$ cat src/sv/mexp_pkg.sv
`timescale 1ns / 1ps
`default_nettype none

package mexp_pkg;

	// operand and exponent widths
	localparam int OPERAND_WIDTH  = 32;
	localparam int EXPONENT_WIDTH = 32;

	// stream packing, padded to whole bytes
	localparam int IN_BITS       = 2 * OPERAND_WIDTH + EXPONENT_WIDTH;
	localparam int IN_DATA_W     = ((IN_BITS + 7) / 8) * 8;
	localparam int OUT_DATA_W    = ((OPERAND_WIDTH + 7) / 8) * 8;

	// counter widths
	localparam int MUL_CNT_W = $clog2(OPERAND_WIDTH);
	localparam int EXP_CNT_W = (EXPONENT_WIDTH > 1) ? $clog2(EXPONENT_WIDTH) : 1;

	typedef logic [OPERAND_WIDTH-1:0]  operand_t;
	typedef logic [EXPONENT_WIDTH-1:0] exponent_t;

	// sequencer states
	typedef enum logic [2:0] {
		S_IDLE,
		S_REDUCE,
		S_SQUARE,
		S_MULT,
		S_DONE
	} seq_state_t;

	// request to the modular multiplier, taken when start is high
	typedef struct packed {
		logic     start;
		operand_t a;
		operand_t b;
		operand_t m;
	} mm_req_t;

	// product of the modular multiplier, valid while done is high
	typedef struct packed {
		logic     done;
		operand_t prod;
	} mm_rsp_t;

	// finished result from the sequencer
	typedef struct packed {
		logic     valid;
		logic     err;
		operand_t residue;
	} seq_res_t;

endpackage

`default_nettype wire

$ cat src/sv/mexp_mulmod.sv
`timescale 1ns / 1ps
`default_nettype none

module mexp_mulmod (
	input  wire logic             clk,
	input  wire logic             arst_n,
	input  wire mexp_pkg::mm_req_t req,
	output mexp_pkg::mm_rsp_t     rsp
);

	logic [mexp_pkg::OPERAND_WIDTH-1:0] a_q;
	logic [mexp_pkg::OPERAND_WIDTH-1:0] b_q;
	logic [mexp_pkg::OPERAND_WIDTH-1:0] m_q;
	logic [mexp_pkg::OPERAND_WIDTH-1:0] acc_q;
	logic [mexp_pkg::MUL_CNT_W-1:0]     cnt_q;
	logic                               busy_q;
	logic                               done_q;

	logic [mexp_pkg::OPERAND_WIDTH+1:0] sum;
	logic [mexp_pkg::OPERAND_WIDTH+1:0] m1;
	logic [mexp_pkg::OPERAND_WIDTH+1:0] m2;
	logic [mexp_pkg::OPERAND_WIDTH+1:0] red;

	// one multiplier bit per cycle: acc = 2*acc + bit*a, then bring below m
	always_comb begin
		m1  = {2'b00, m_q};
		m2  = {1'b0, m_q, 1'b0};
		sum = {1'b0, acc_q, 1'b0}
			+ (b_q[mexp_pkg::OPERAND_WIDTH-1] ? {2'b00, a_q} : '0);
		if (sum >= m2) begin
			red = sum - m2;
		end else if (sum >= m1) begin
			red = sum - m1;
		end else begin
			red = sum;
		end
	end

	// control: busy while the multiplier bits are worked through, then a done pulse
	always_ff @(posedge clk or negedge arst_n) begin
		if (!arst_n) begin
			busy_q <= 1'b0;
			done_q <= 1'b0;
			cnt_q  <= '0;
		end else begin
			done_q <= 1'b0;
			if (req.start) begin
				busy_q <= 1'b1;
				cnt_q  <= mexp_pkg::MUL_CNT_W'(mexp_pkg::OPERAND_WIDTH - 1);
			end else if (busy_q) begin
				cnt_q <= cnt_q - 1'b1;
				if (cnt_q == '0) begin
					busy_q <= 1'b0;
					done_q <= 1'b1;
				end
			end
		end
	end

	// operand shift register and accumulator
	always_ff @(posedge clk) begin
		if (req.start) begin
			a_q   <= req.a;
			b_q   <= req.b;
			m_q   <= req.m;
			acc_q <= '0;
		end else if (busy_q) begin
			b_q   <= b_q << 1;
			acc_q <= red[mexp_pkg::OPERAND_WIDTH-1:0];
		end
	end

	assign rsp.done = done_q;
	assign rsp.prod = acc_q;

endmodule

`default_nettype wire

$ cat src/sv/mexp_seq.sv
`timescale 1ns / 1ps
`default_nettype none

module mexp_seq (
	input  wire logic                                clk,
	input  wire logic                                arst_n,
	input  wire logic                                in_valid,
	output logic                                     in_ready,
	input  wire logic [mexp_pkg::OPERAND_WIDTH-1:0]  in_base,
	input  wire logic [mexp_pkg::EXPONENT_WIDTH-1:0] in_exponent,
	input  wire logic [mexp_pkg::OPERAND_WIDTH-1:0]  in_modulus,
	output mexp_pkg::mm_req_t                        mm_req,
	input  wire mexp_pkg::mm_rsp_t                   mm_rsp,
	output mexp_pkg::seq_res_t                       res,
	input  wire logic                                res_ready
);

	mexp_pkg::seq_state_t state_q, state_d;

	mexp_pkg::operand_t             base_q, base_d;
	mexp_pkg::operand_t             mod_q, mod_d;
	mexp_pkg::operand_t             r_q, r_d;
	mexp_pkg::exponent_t            exp_q, exp_d;
	logic [mexp_pkg::EXP_CNT_W-1:0] cnt_q, cnt_d;
	logic                           err_q, err_d;
	mexp_pkg::operand_t             one_in;
	mexp_pkg::operand_t             one_q;

	// 1 mod m for the incoming and the held modulus
	assign one_in = (in_modulus == mexp_pkg::OPERAND_WIDTH'(1)) ? '0 :
		mexp_pkg::OPERAND_WIDTH'(1);
	assign one_q  = (mod_q == mexp_pkg::OPERAND_WIDTH'(1)) ? '0 :
		mexp_pkg::OPERAND_WIDTH'(1);

	// state register
	always_ff @(posedge clk or negedge arst_n) begin
		if (!arst_n) begin
			state_q <= mexp_pkg::S_IDLE;
		end else begin
			state_q <= state_d;
		end
	end

	// datapath registers
	always_ff @(posedge clk) begin
		base_q <= base_d;
		mod_q  <= mod_d;
		r_q    <= r_d;
		exp_q  <= exp_d;
		cnt_q  <= cnt_d;
		err_q  <= err_d;
	end

	// next state: reduce the base, then square per exponent bit and multiply per set bit
	always_comb begin
		state_d      = state_q;
		base_d       = base_q;
		mod_d        = mod_q;
		r_d          = r_q;
		exp_d        = exp_q;
		cnt_d        = cnt_q;
		err_d        = err_q;
		in_ready     = 1'b0;
		mm_req.start = 1'b0;
		mm_req.a     = '0;
		mm_req.b     = '0;
		mm_req.m     = mod_q;
		res.valid    = 1'b0;
		res.err      = err_q;
		res.residue  = r_q;

		case (state_q)
			mexp_pkg::S_IDLE: begin
				in_ready = 1'b1;
				if (in_valid) begin
					mod_d = in_modulus;
					exp_d = in_exponent;
					cnt_d = mexp_pkg::EXP_CNT_W'(mexp_pkg::EXPONENT_WIDTH - 1);
					if (in_modulus == '0) begin
						err_d   = 1'b1;
						r_d     = '0;
						state_d = mexp_pkg::S_DONE;
					end else begin
						// base mod m as the product (1 mod m) * base
						err_d        = 1'b0;
						mm_req.start = 1'b1;
						mm_req.a     = one_in;
						mm_req.b     = in_base;
						mm_req.m     = in_modulus;
						state_d      = mexp_pkg::S_REDUCE;
					end
				end
			end
			mexp_pkg::S_REDUCE: begin
				if (mm_rsp.done) begin
					base_d       = mm_rsp.prod;
					r_d          = one_q;
					mm_req.start = 1'b1;
					mm_req.a     = one_q;
					mm_req.b     = one_q;
					state_d      = mexp_pkg::S_SQUARE;
				end
			end
			mexp_pkg::S_SQUARE: begin
				if (mm_rsp.done) begin
					r_d = mm_rsp.prod;
					if (exp_q[mexp_pkg::EXPONENT_WIDTH-1]) begin
						mm_req.start = 1'b1;
						mm_req.a     = mm_rsp.prod;
						mm_req.b     = base_q;
						state_d      = mexp_pkg::S_MULT;
					end else if (cnt_q == '0) begin
						state_d = mexp_pkg::S_DONE;
					end else begin
						exp_d        = exp_q << 1;
						cnt_d        = cnt_q - 1'b1;
						mm_req.start = 1'b1;
						mm_req.a     = mm_rsp.prod;
						mm_req.b     = mm_rsp.prod;
					end
				end
			end
			mexp_pkg::S_MULT: begin
				if (mm_rsp.done) begin
					r_d = mm_rsp.prod;
					if (cnt_q == '0) begin
						state_d = mexp_pkg::S_DONE;
					end else begin
						exp_d        = exp_q << 1;
						cnt_d        = cnt_q - 1'b1;
						mm_req.start = 1'b1;
						mm_req.a     = mm_rsp.prod;
						mm_req.b     = mm_rsp.prod;
						state_d      = mexp_pkg::S_SQUARE;
					end
				end
			end
			mexp_pkg::S_DONE: begin
				res.valid = 1'b1;
				if (res_ready) begin
					state_d = mexp_pkg::S_IDLE;
				end
			end
			default: begin
				state_d = mexp_pkg::S_IDLE;
			end
		endcase
	end

endmodule

`default_nettype wire

$ cat src/sv/modular_exponentiation_top.sv
// a zero modulus goes straight to the result with the error flag; otherwise the one bit-serial
//   modular multiplier runs once to reduce the base, once per exponent bit to square and
//   once per set exponent bit to multiply
// throughput: one item at a time; the next beat is taken once the result sits in the
//   output register, while that result waits for the sink
// reset: arst_n clears the sequencer state, the multiplier control and the output valid, payload registers keep junk
`timescale 1ns / 1ps
`default_nettype none

module modular_exponentiation_top (
	input  wire logic                             clk,
	input  wire logic                             arst_n,
	input  wire logic                             s_axis_tvalid,
	output logic                                  s_axis_tready,
	// base, exponent, modulus
	input  wire logic [mexp_pkg::IN_DATA_W-1:0]   s_axis_tdata,
	output logic                                  m_axis_tvalid,
	input  wire logic                             m_axis_tready,
	// residue
	output logic [mexp_pkg::OUT_DATA_W-1:0]       m_axis_tdata,
	// zero_modulus_error
	output logic                                  m_axis_tuser
);

	localparam int W = mexp_pkg::OPERAND_WIDTH;
	localparam int E = mexp_pkg::EXPONENT_WIDTH;

	mexp_pkg::mm_req_t  mm_req;
	mexp_pkg::mm_rsp_t  mm_rsp;
	mexp_pkg::seq_res_t res;
	logic               res_ready;

	logic               out_valid_q;
	mexp_pkg::operand_t out_residue_q;
	logic               out_err_q;

	// unpack the input beat
	mexp_seq u_seq (
		.clk         (clk),
		.arst_n      (arst_n),
		.in_valid    (s_axis_tvalid),
		.in_ready    (s_axis_tready),
		.in_base     (s_axis_tdata[W-1:0]),
		.in_exponent (s_axis_tdata[W+E-1:W]),
		.in_modulus  (s_axis_tdata[2*W+E-1:W+E]),
		.mm_req      (mm_req),
		.mm_rsp      (mm_rsp),
		.res         (res),
		.res_ready   (res_ready)
	);

	mexp_mulmod u_mulmod (
		.clk    (clk),
		.arst_n (arst_n),
		.req    (mm_req),
		.rsp    (mm_rsp)
	);

	// output register
	assign res_ready = !out_valid_q || m_axis_tready;

	always_ff @(posedge clk or negedge arst_n) begin
		if (!arst_n) begin
			out_valid_q <= 1'b0;
		end else if (res_ready) begin
			out_valid_q <= res.valid;
		end
	end

	always_ff @(posedge clk) begin
		if (res_ready && res.valid) begin
			out_residue_q <= res.residue;
			out_err_q     <= res.err;
		end
	end

	assign m_axis_tvalid = out_valid_q;
	assign m_axis_tdata  = mexp_pkg::OUT_DATA_W'(out_residue_q);
	assign m_axis_tuser  = out_err_q;

	// an error beat carries a zero residue
	a_err_zero: assert property (@(posedge clk) disable iff (!arst_n)
		m_axis_tvalid && m_axis_tuser |-> m_axis_tdata == '0)
		else $error("error beat with nonzero residue");

	// an accepted beat makes the block busy
	a_busy_after_accept: assert property (@(posedge clk) disable iff (!arst_n)
		s_axis_tvalid && s_axis_tready |=> !s_axis_tready)
		else $error("input ready right after accept");

	// the multiplier only finishes while an item is in work
	a_mul_busy: assert property (@(posedge clk) disable iff (!arst_n)
		mm_rsp.done |-> !s_axis_tready)
		else $error("multiplier done while idle");

	// a result reaches the sequencer output only when no multiply is started
	a_no_start_done: assert property (@(posedge clk) disable iff (!arst_n)
		res.valid |-> !mm_req.start)
		else $error("multiply started while result pending");

endmodule

`default_nettype wire
$ cat config.mk
export PLATFORM = sky130hd
export DESIGN_NAME = modular_exponentiation_top
export DESIGN_NICKNAME = d
export VERILOG_FILES = /design/src/sv/mexp_pkg.sv /design/src/sv/mexp_mulmod.sv /design/src/sv/mexp_seq.sv /design/src/sv/modular_exponentiation_top.sv
export SDC_FILE = /design/constraint.sdc
export NUM_CORES = 1
export LEC_CHECK = 0
export BUFFER_PORTS_ARGS = -buffer_cell sky130_fd_sc_hd__buf_2
export CORE_UTILIZATION = 37
export CTS_BUF_LIST = sky130_fd_sc_hd__clkbuf_8
export CTS_CLUSTER_DIAMETER = 200
export DETAILED_ROUTE_END_ITERATION = 8
export GPL_TIMING_DRIVEN = 0
export PLACE_DENSITY = 0.57
export SLEW_MARGIN = 20
export SYNTH_ARGS = -nofsm -noshare
export SYNTH_HDL_FRONTEND = slang
export SYNTH_HIERARCHICAL = 1
export SYNTH_SLANG_ARGS = --single-unit
$ cat constraint.sdc
create_clock -name clk -period 5.5 [get_ports clk]
set_input_delay 0.275 -clock clk [delete_from_list [all_inputs] [get_ports clk]]
set_output_delay 0.275 -clock clk [all_outputs]
set_load 0.02 [all_outputs]
-- Yosys cells after proc, flatten, opt, wreduce, memory -nomap -nowiden
Index checks and enable logic that the tools add are counted.
- reductions and logical operators: 18
- divide/modulo/power cells: 0
- multiplexer cells: 55
- $mul: 0
- equality and inequality tests: 17
- order comparisons: 2
- shift-type cells: 0
- add/sub/neg operators: 5
- bitwise logic cells: 0
- operator list (cell ; number):
    $mux 32 ; 16
    $mux 65 ; 5
    $pmux 65 s4 ; 1
    $mux 97 ; 2
    $pmux 32 s3 ; 2
    $eq 32x1->1 const B ; 2
    $sub 32x32->32 ; 2
    $mux 5 ; 7
    $add 33x32->34 ; 1
    $ge 34x32->1 ; 1
    $ge 34x33->1 ; 1
    $logic_not 32->1 ; 1
    $mux 3 ; 9
    $pmux 3 s5 ; 1
    $pmux 5 s3 ; 1
    $reduce_and 5->1 ; 3
    $mux 1 ; 11
    $logic_not 5->1 ; 2
    $ne 2x1->1 const B ; 5
    $ne 2x2->1 const B ; 5
    $sub 5x1->5 const B ; 2
    $reduce_and 7->1 ; 1
    $eq 3x2->1 const B ; 2
    $reduce_and 6->1 ; 1
    other kinds (11) ; 13
- bits in writable memories: 0
- register bits after elaboration: 306
- output and inout port bits: 35
- memories kept: 0
- input bits: 100
- latch bits: 0
- bits in read-only memories: 0

-- Depth between registers and ports, before layout
- depth after elaboration: 6
- depth in mapped cells: 26

-- Cells and area by module
The synthesis kept the hierarchy.
- modules (own cells, without submodules) (module ; seq. area each (um^2) ; cells each ; area an instance (um^2) ; instances):
    mexp_mulmod ; 3698.5 ; 1180 ; 10884.2 ; 1
    mexp_seq ; 4098.9 ; 484 ; 6362.4 ; 1
    modular_exponentiation_top ; 1016.0 ; 37 ; 1044.8 ; 1

-- Least setup slack after synthesis
Ideal clock, no wire load.
- kind: register -> register
- start point: reg u_mulmod.done_q
- end point: reg u_mulmod/b_q[0] in the netlist's numbering (enable)
- cell stages (with the launch flop): 10
- data required time: 5113 ps
- data arrival time: 5175 ps
- period minus slack after synthesis: 5562 ps
- setup slack: -62 ps
- path through: dfrtp_1 -> buf_4 -> clkbuf_1 -> nand3b_1 -> nor2_1 -> or3_1 -> clkbuf_1 -> nor2_1 -> clkbuf_1 -> inv_1
- RTL lines (item ; RTL line ; source):
    start, declared ; mexp_mulmod.sv:17 ; logic done_q;
    start signal, assigned ; mexp_mulmod.sv:43 ; done_q <= 1'b0;
    start signal, assigned ; mexp_mulmod.sv:46 ; done_q <= 1'b0;
    start signal, assigned ; mexp_mulmod.sv:54 ; done_q <= 1'b1;
    end signal, assigned ; mexp_mulmod.sv:64 ; b_q <= req.b;
    end signal, assigned ; mexp_mulmod.sv:68 ; b_q <= b_q << 1;
    end, declared ; mexp_mulmod.sv:12 ; logic [mexp_pkg::OPERAND_WIDTH-1:0] b_q;

-- Worst setup path in the final report
- start point: reg u_mulmod/b_q[31] in the netlist's numbering
- end point: reg u_mulmod/acc_q[0] in the netlist's numbering
- word-level cells in the longest chain between the ends: 5
- ends and longest elaborated chain (item ; RTL line ; source):
    $mux 32 (*) ; mexp_mulmod.sv:29 ; + (b_q[mexp_pkg::OPERAND_WIDTH-1] ? {2'b00, a_q} : '0);
    $add 33x32->34 (*) ; mexp_mulmod.sv:29 ;
    $sub 32x32->32 or $ge 34x32->1 (tied branches) ; mexp_mulmod.sv:33, mexp_mulmod.sv:32 ;
    $mux 32 ; mexp_mulmod.sv:32 ; end else if (sum >= m1) begin
    $mux 32 (*) ; mexp_mulmod.sv:30 ; if (sum >= m2) begin
    end signal, assigned ; mexp_mulmod.sv:69 ; acc_q <= red[mexp_pkg::OPERAND_WIDTH-1:0];
    end, declared ; mexp_mulmod.sv:14 ; logic [mexp_pkg::OPERAND_WIDTH-1:0] acc_q;
Every way passes the cells marked *; elsewhere a longest branch is shown, timed or not.
A chain may end at the register's enable or synchronous reset.

==> run metrics <==
status completed; Seq cells post-synth 306; Yosys cell types 88; Req. time, crit path 6.06 ns; Crit Path Class reg -> reg; crit path time final 5.369 ns; Layout Utilization 46.33%; layout cells sized above 1 22.87%; worst rel slew slack 34.77%; Port Buffers around 130; Post-Layout Cell Count 2707; mean area per synthesized cell 10.75 um2; asr flop ratio synth around 3.6%; syn nets 1903; family with the most delay on the worst path compound AO/OA/AOI/OAI gates; synth top area cells edfxtp_1 (43%), ha_1 (6.8%), mux2_2 (3.8%); top_reg_cell synth edfxtp_1; effective utilization at floorplan 37.44%; fin crit share 97.62%; Core Box Area 0.04885 mm2; CP Max Fanout 11; GRT Residual Overflow 0; worst slack, placed -1.421 ns; r2r setup slk around 0.13 ns; CTS tree done; antenna violations before repair 1; sequential area share after synthesis 48.18%; R2R Path Start u_mulmod/b_q[31]$_DFFE_PP_; FF/Latch Area 0.008813 mm2; Wirelength per Cell 19.31 um; Post-synth top cells edfxtp_1 (263), o21ai_0 (109), a21oi_1 (102); Syn Inst Count 1701; synthesized cell area about 0.018 mm2; Inserted Clock Buffers 54; total negative setup slack 0 ns; Post-synth EDFFs approximately 260; Achievable Freq 186.2 MHz; CP Launch Type register; CP Cell Sequence buf_4 > and2_4 > ha_4 > and2_4 > a2111o_1 > a221o_1 > a31o_4 > o211ai_1 > nand3b_1 > a21oi_2 > xnor2_2 > ha_2 > a21o_1 > a21o_1 > a21oi_2 > nand3_1 > nor3b_2 > o32ai_2 > or3_4 > buf_6 > a21oi_4 > mux2_4 > a211oi_2; CP startpoint u_mulmod/b_q[31]$_DFFE_PP_; TritonRoute pass-1 iters 5; Die Height 224.3 um; area of the multi-input gates 0.009387 mm2; Layout area overhead 23.73%; clk buf depth 3; Worst Reg2Reg Path Length in Cells 23; share of the synthesized area in the top cell type 43.18%; crit end category register; most frequent cell after synthesis edfxtp_1; vias per std cell 5.362; Worst Skew 0.01825 ns; drt total wl around 52000 um; Final Worst Setup Slack 0.1307 ns; area leader, netlist edfxtp_1; Clock transition at path regs approximately 0.070 ns; Iter 0 DRT Violations 1085; Yosys warning total 6; CP Data Arrival Time ~5.9 ns; transition time of the tightest slew-check pin 0.9710 ns; DRC viols 0; Rows 81; hold crit path type in -> reg; vias in the first global route 14.37k; max_cap viols 0; die width 224.3 um; I/O pins 135; end of the critical path u_mulmod/acc_q[0]$_SDFFE_PP0P_; Final Max Tran Viols 0; number of cells on the critical path 23; gp weighted congestion 0.8928; Cells after DPL 2502; crit path buf inv count 2; total global routing track utilization 20.60%; first-pass GRT wire length between 80000 and 90000 um; CTS H-tree lvls 2; die area 0.05033 mm2; clock latency on the worst-skew pair ~0.64 ns; via count 14.52k; Nets 2201; HPWL Detailed between 30000 and 40000 um; Layout fillers 4593; ANT nets after route 0; clk sinks 306; Crit-path slowest cell edfxtp_1; largest net degree at the start of global routing 40; critical path's largest stage delay 0.41 ns; final setup vio count 0; R2R Path End u_mulmod/acc_q[0]$_SDFFE_PP0P_; Hold Violations, Final 0; clock root cell clkbuf_8
## how the worst min path moves through the flow
stage               startpoint                            end  slack (ns)  cells past startpoint
2_1_floorplan           arst_n      m_axis_tvalid$_DFFE_PN0P_       -0.02                      0
3_5_place_dp            arst_n  u_mulmod/cnt_q[0]$_DFFE_PN0P_        0.18                      1
3_3_place_gp            arst_n  u_mulmod/cnt_q[0]$_DFFE_PN0P_        0.18                      1
5_1_grt        s_axis_tdata[6]      u_mulmod/b_q[6]$_DFFE_PP_        0.08                      4
6_report         s_axis_tvalid   u_seq/state_q[0]$_DFFE_PN0P_         0.1                      5
4_1_cts          s_axis_tvalid   u_seq/state_q[0]$_DFFE_PN0P_        0.02                      5
## cell type report
type	instances	area share [%]
Multi-Input combinational cell	1211	41.48
Sequential cell	306	38.94
Timing Repair Buffer	250	7.828
Clock buffer	65	3.953
Tap cell	664	3.671
Buffer	75	1.764
Inverter	101	1.675
Clock inverter	34	0.6800
Antenna cell	1	0.01106
## cells by family (layout without fill, tap and decap cells)
family          Yosys count  after routing  share of synthesized area [%]
compound gates          512            512                          19.08
simple gates            440            440                          12.96
flops                   306            306                          48.18
buf+inv                 184            525                          4.179
fa+ha+maj               102            102                          7.100
xor+xnor                 79             79                          3.783
mux                      78             78                          4.706
other cells               0              1                              0
## tightest hold or removal path: stages
cell	delay, ns
buf_2	0.12
inv_1	0.05
o21ai_0	0.06
o21ai_0	0.14
a21oi_1	0.05
## per-stage QoR
step | cell area (um2) | hold slack [ns]
5_1_grt | 22630 | 0.08420
3_5_place_dp | 19890 | 0.1763
3_3_place_gp | 19790 | 0.1784
2_1_floorplan | 18290 | -0.02059
4_1_cts | 22090 | 0.02352
6_report | 22630 | 0.09514
## sequential cells by signal, indices dropped and copies added (netlist names), 32 cells and up
signal and flops:
u_seq/r_q 32, u_mulmod/acc_q 32, u_seq/exp_q 32, u_seq/base_q 32, m_axis_tdata 32, u_mulmod/b_q 32
u_mulmod/a_q 32, u_mulmod/m_q 32, u_seq/mod_q 32
## metal layers
metal	global-route usage [%]	vias to the layer above	share of wire [%]
met4	7.812	0	3.1
met3	3.540	82	5.9
met5	0	-	0
li1	-	7009	-
met2	32.68	435	46
met1	28.08	6989	45
## cell usage in the layout, fill, tap and decap left out, drive strengths merged, types with 14 or more instances in the layout
| cell type | Yosys | layout |
|---|---|---|
| edfxtp | 263 | 263 |
| buf | 25 | 205 |
| inv | 101 | 122 |
| o21ai | 117 | 117 |
| clkbuf | 58 | 117 |
| a21oi | 103 | 103 |
| and2 | 102 | 102 |
| ha | 99 | 99 |
| nor2 | 92 | 92 |
| nand2 | 70 | 70 |
| dlygate4sd3 | 0 | 68 |
| mux2 | 64 | 64 |
| xnor2 | 50 | 50 |
| a21o | 40 | 40 |
| a22oi | 38 | 38 |
| dfxtp | 32 | 32 |
| a22o | 31 | 31 |
| xor2 | 29 | 29 |
| nor3 | 25 | 25 |
| nand3 | 24 | 24 |
| nand2b | 23 | 23 |
| a211oi | 23 | 23 |
| and3 | 21 | 21 |
| o21a | 19 | 19 |
| a31oi | 19 | 19 |
| nand4 | 18 | 18 |
| o21bai | 18 | 18 |
| nor4 | 18 | 18 |
| o211ai | 15 | 15 |
| mux2i | 14 | 14 |
## repair_timing
item,CTS,global route
endpoints found under the hold margin,107,0
resized for setup,64,82
hold buffers,68,0
endpoints found under the setup margin,32,32
pin swaps,22,42
buffers inserted,23,20
gates cloned,0,2
Power is left out: the tool's default activity adds up to more than one toggle a clock period on the data nets, which glitch-free logic cannot reach.
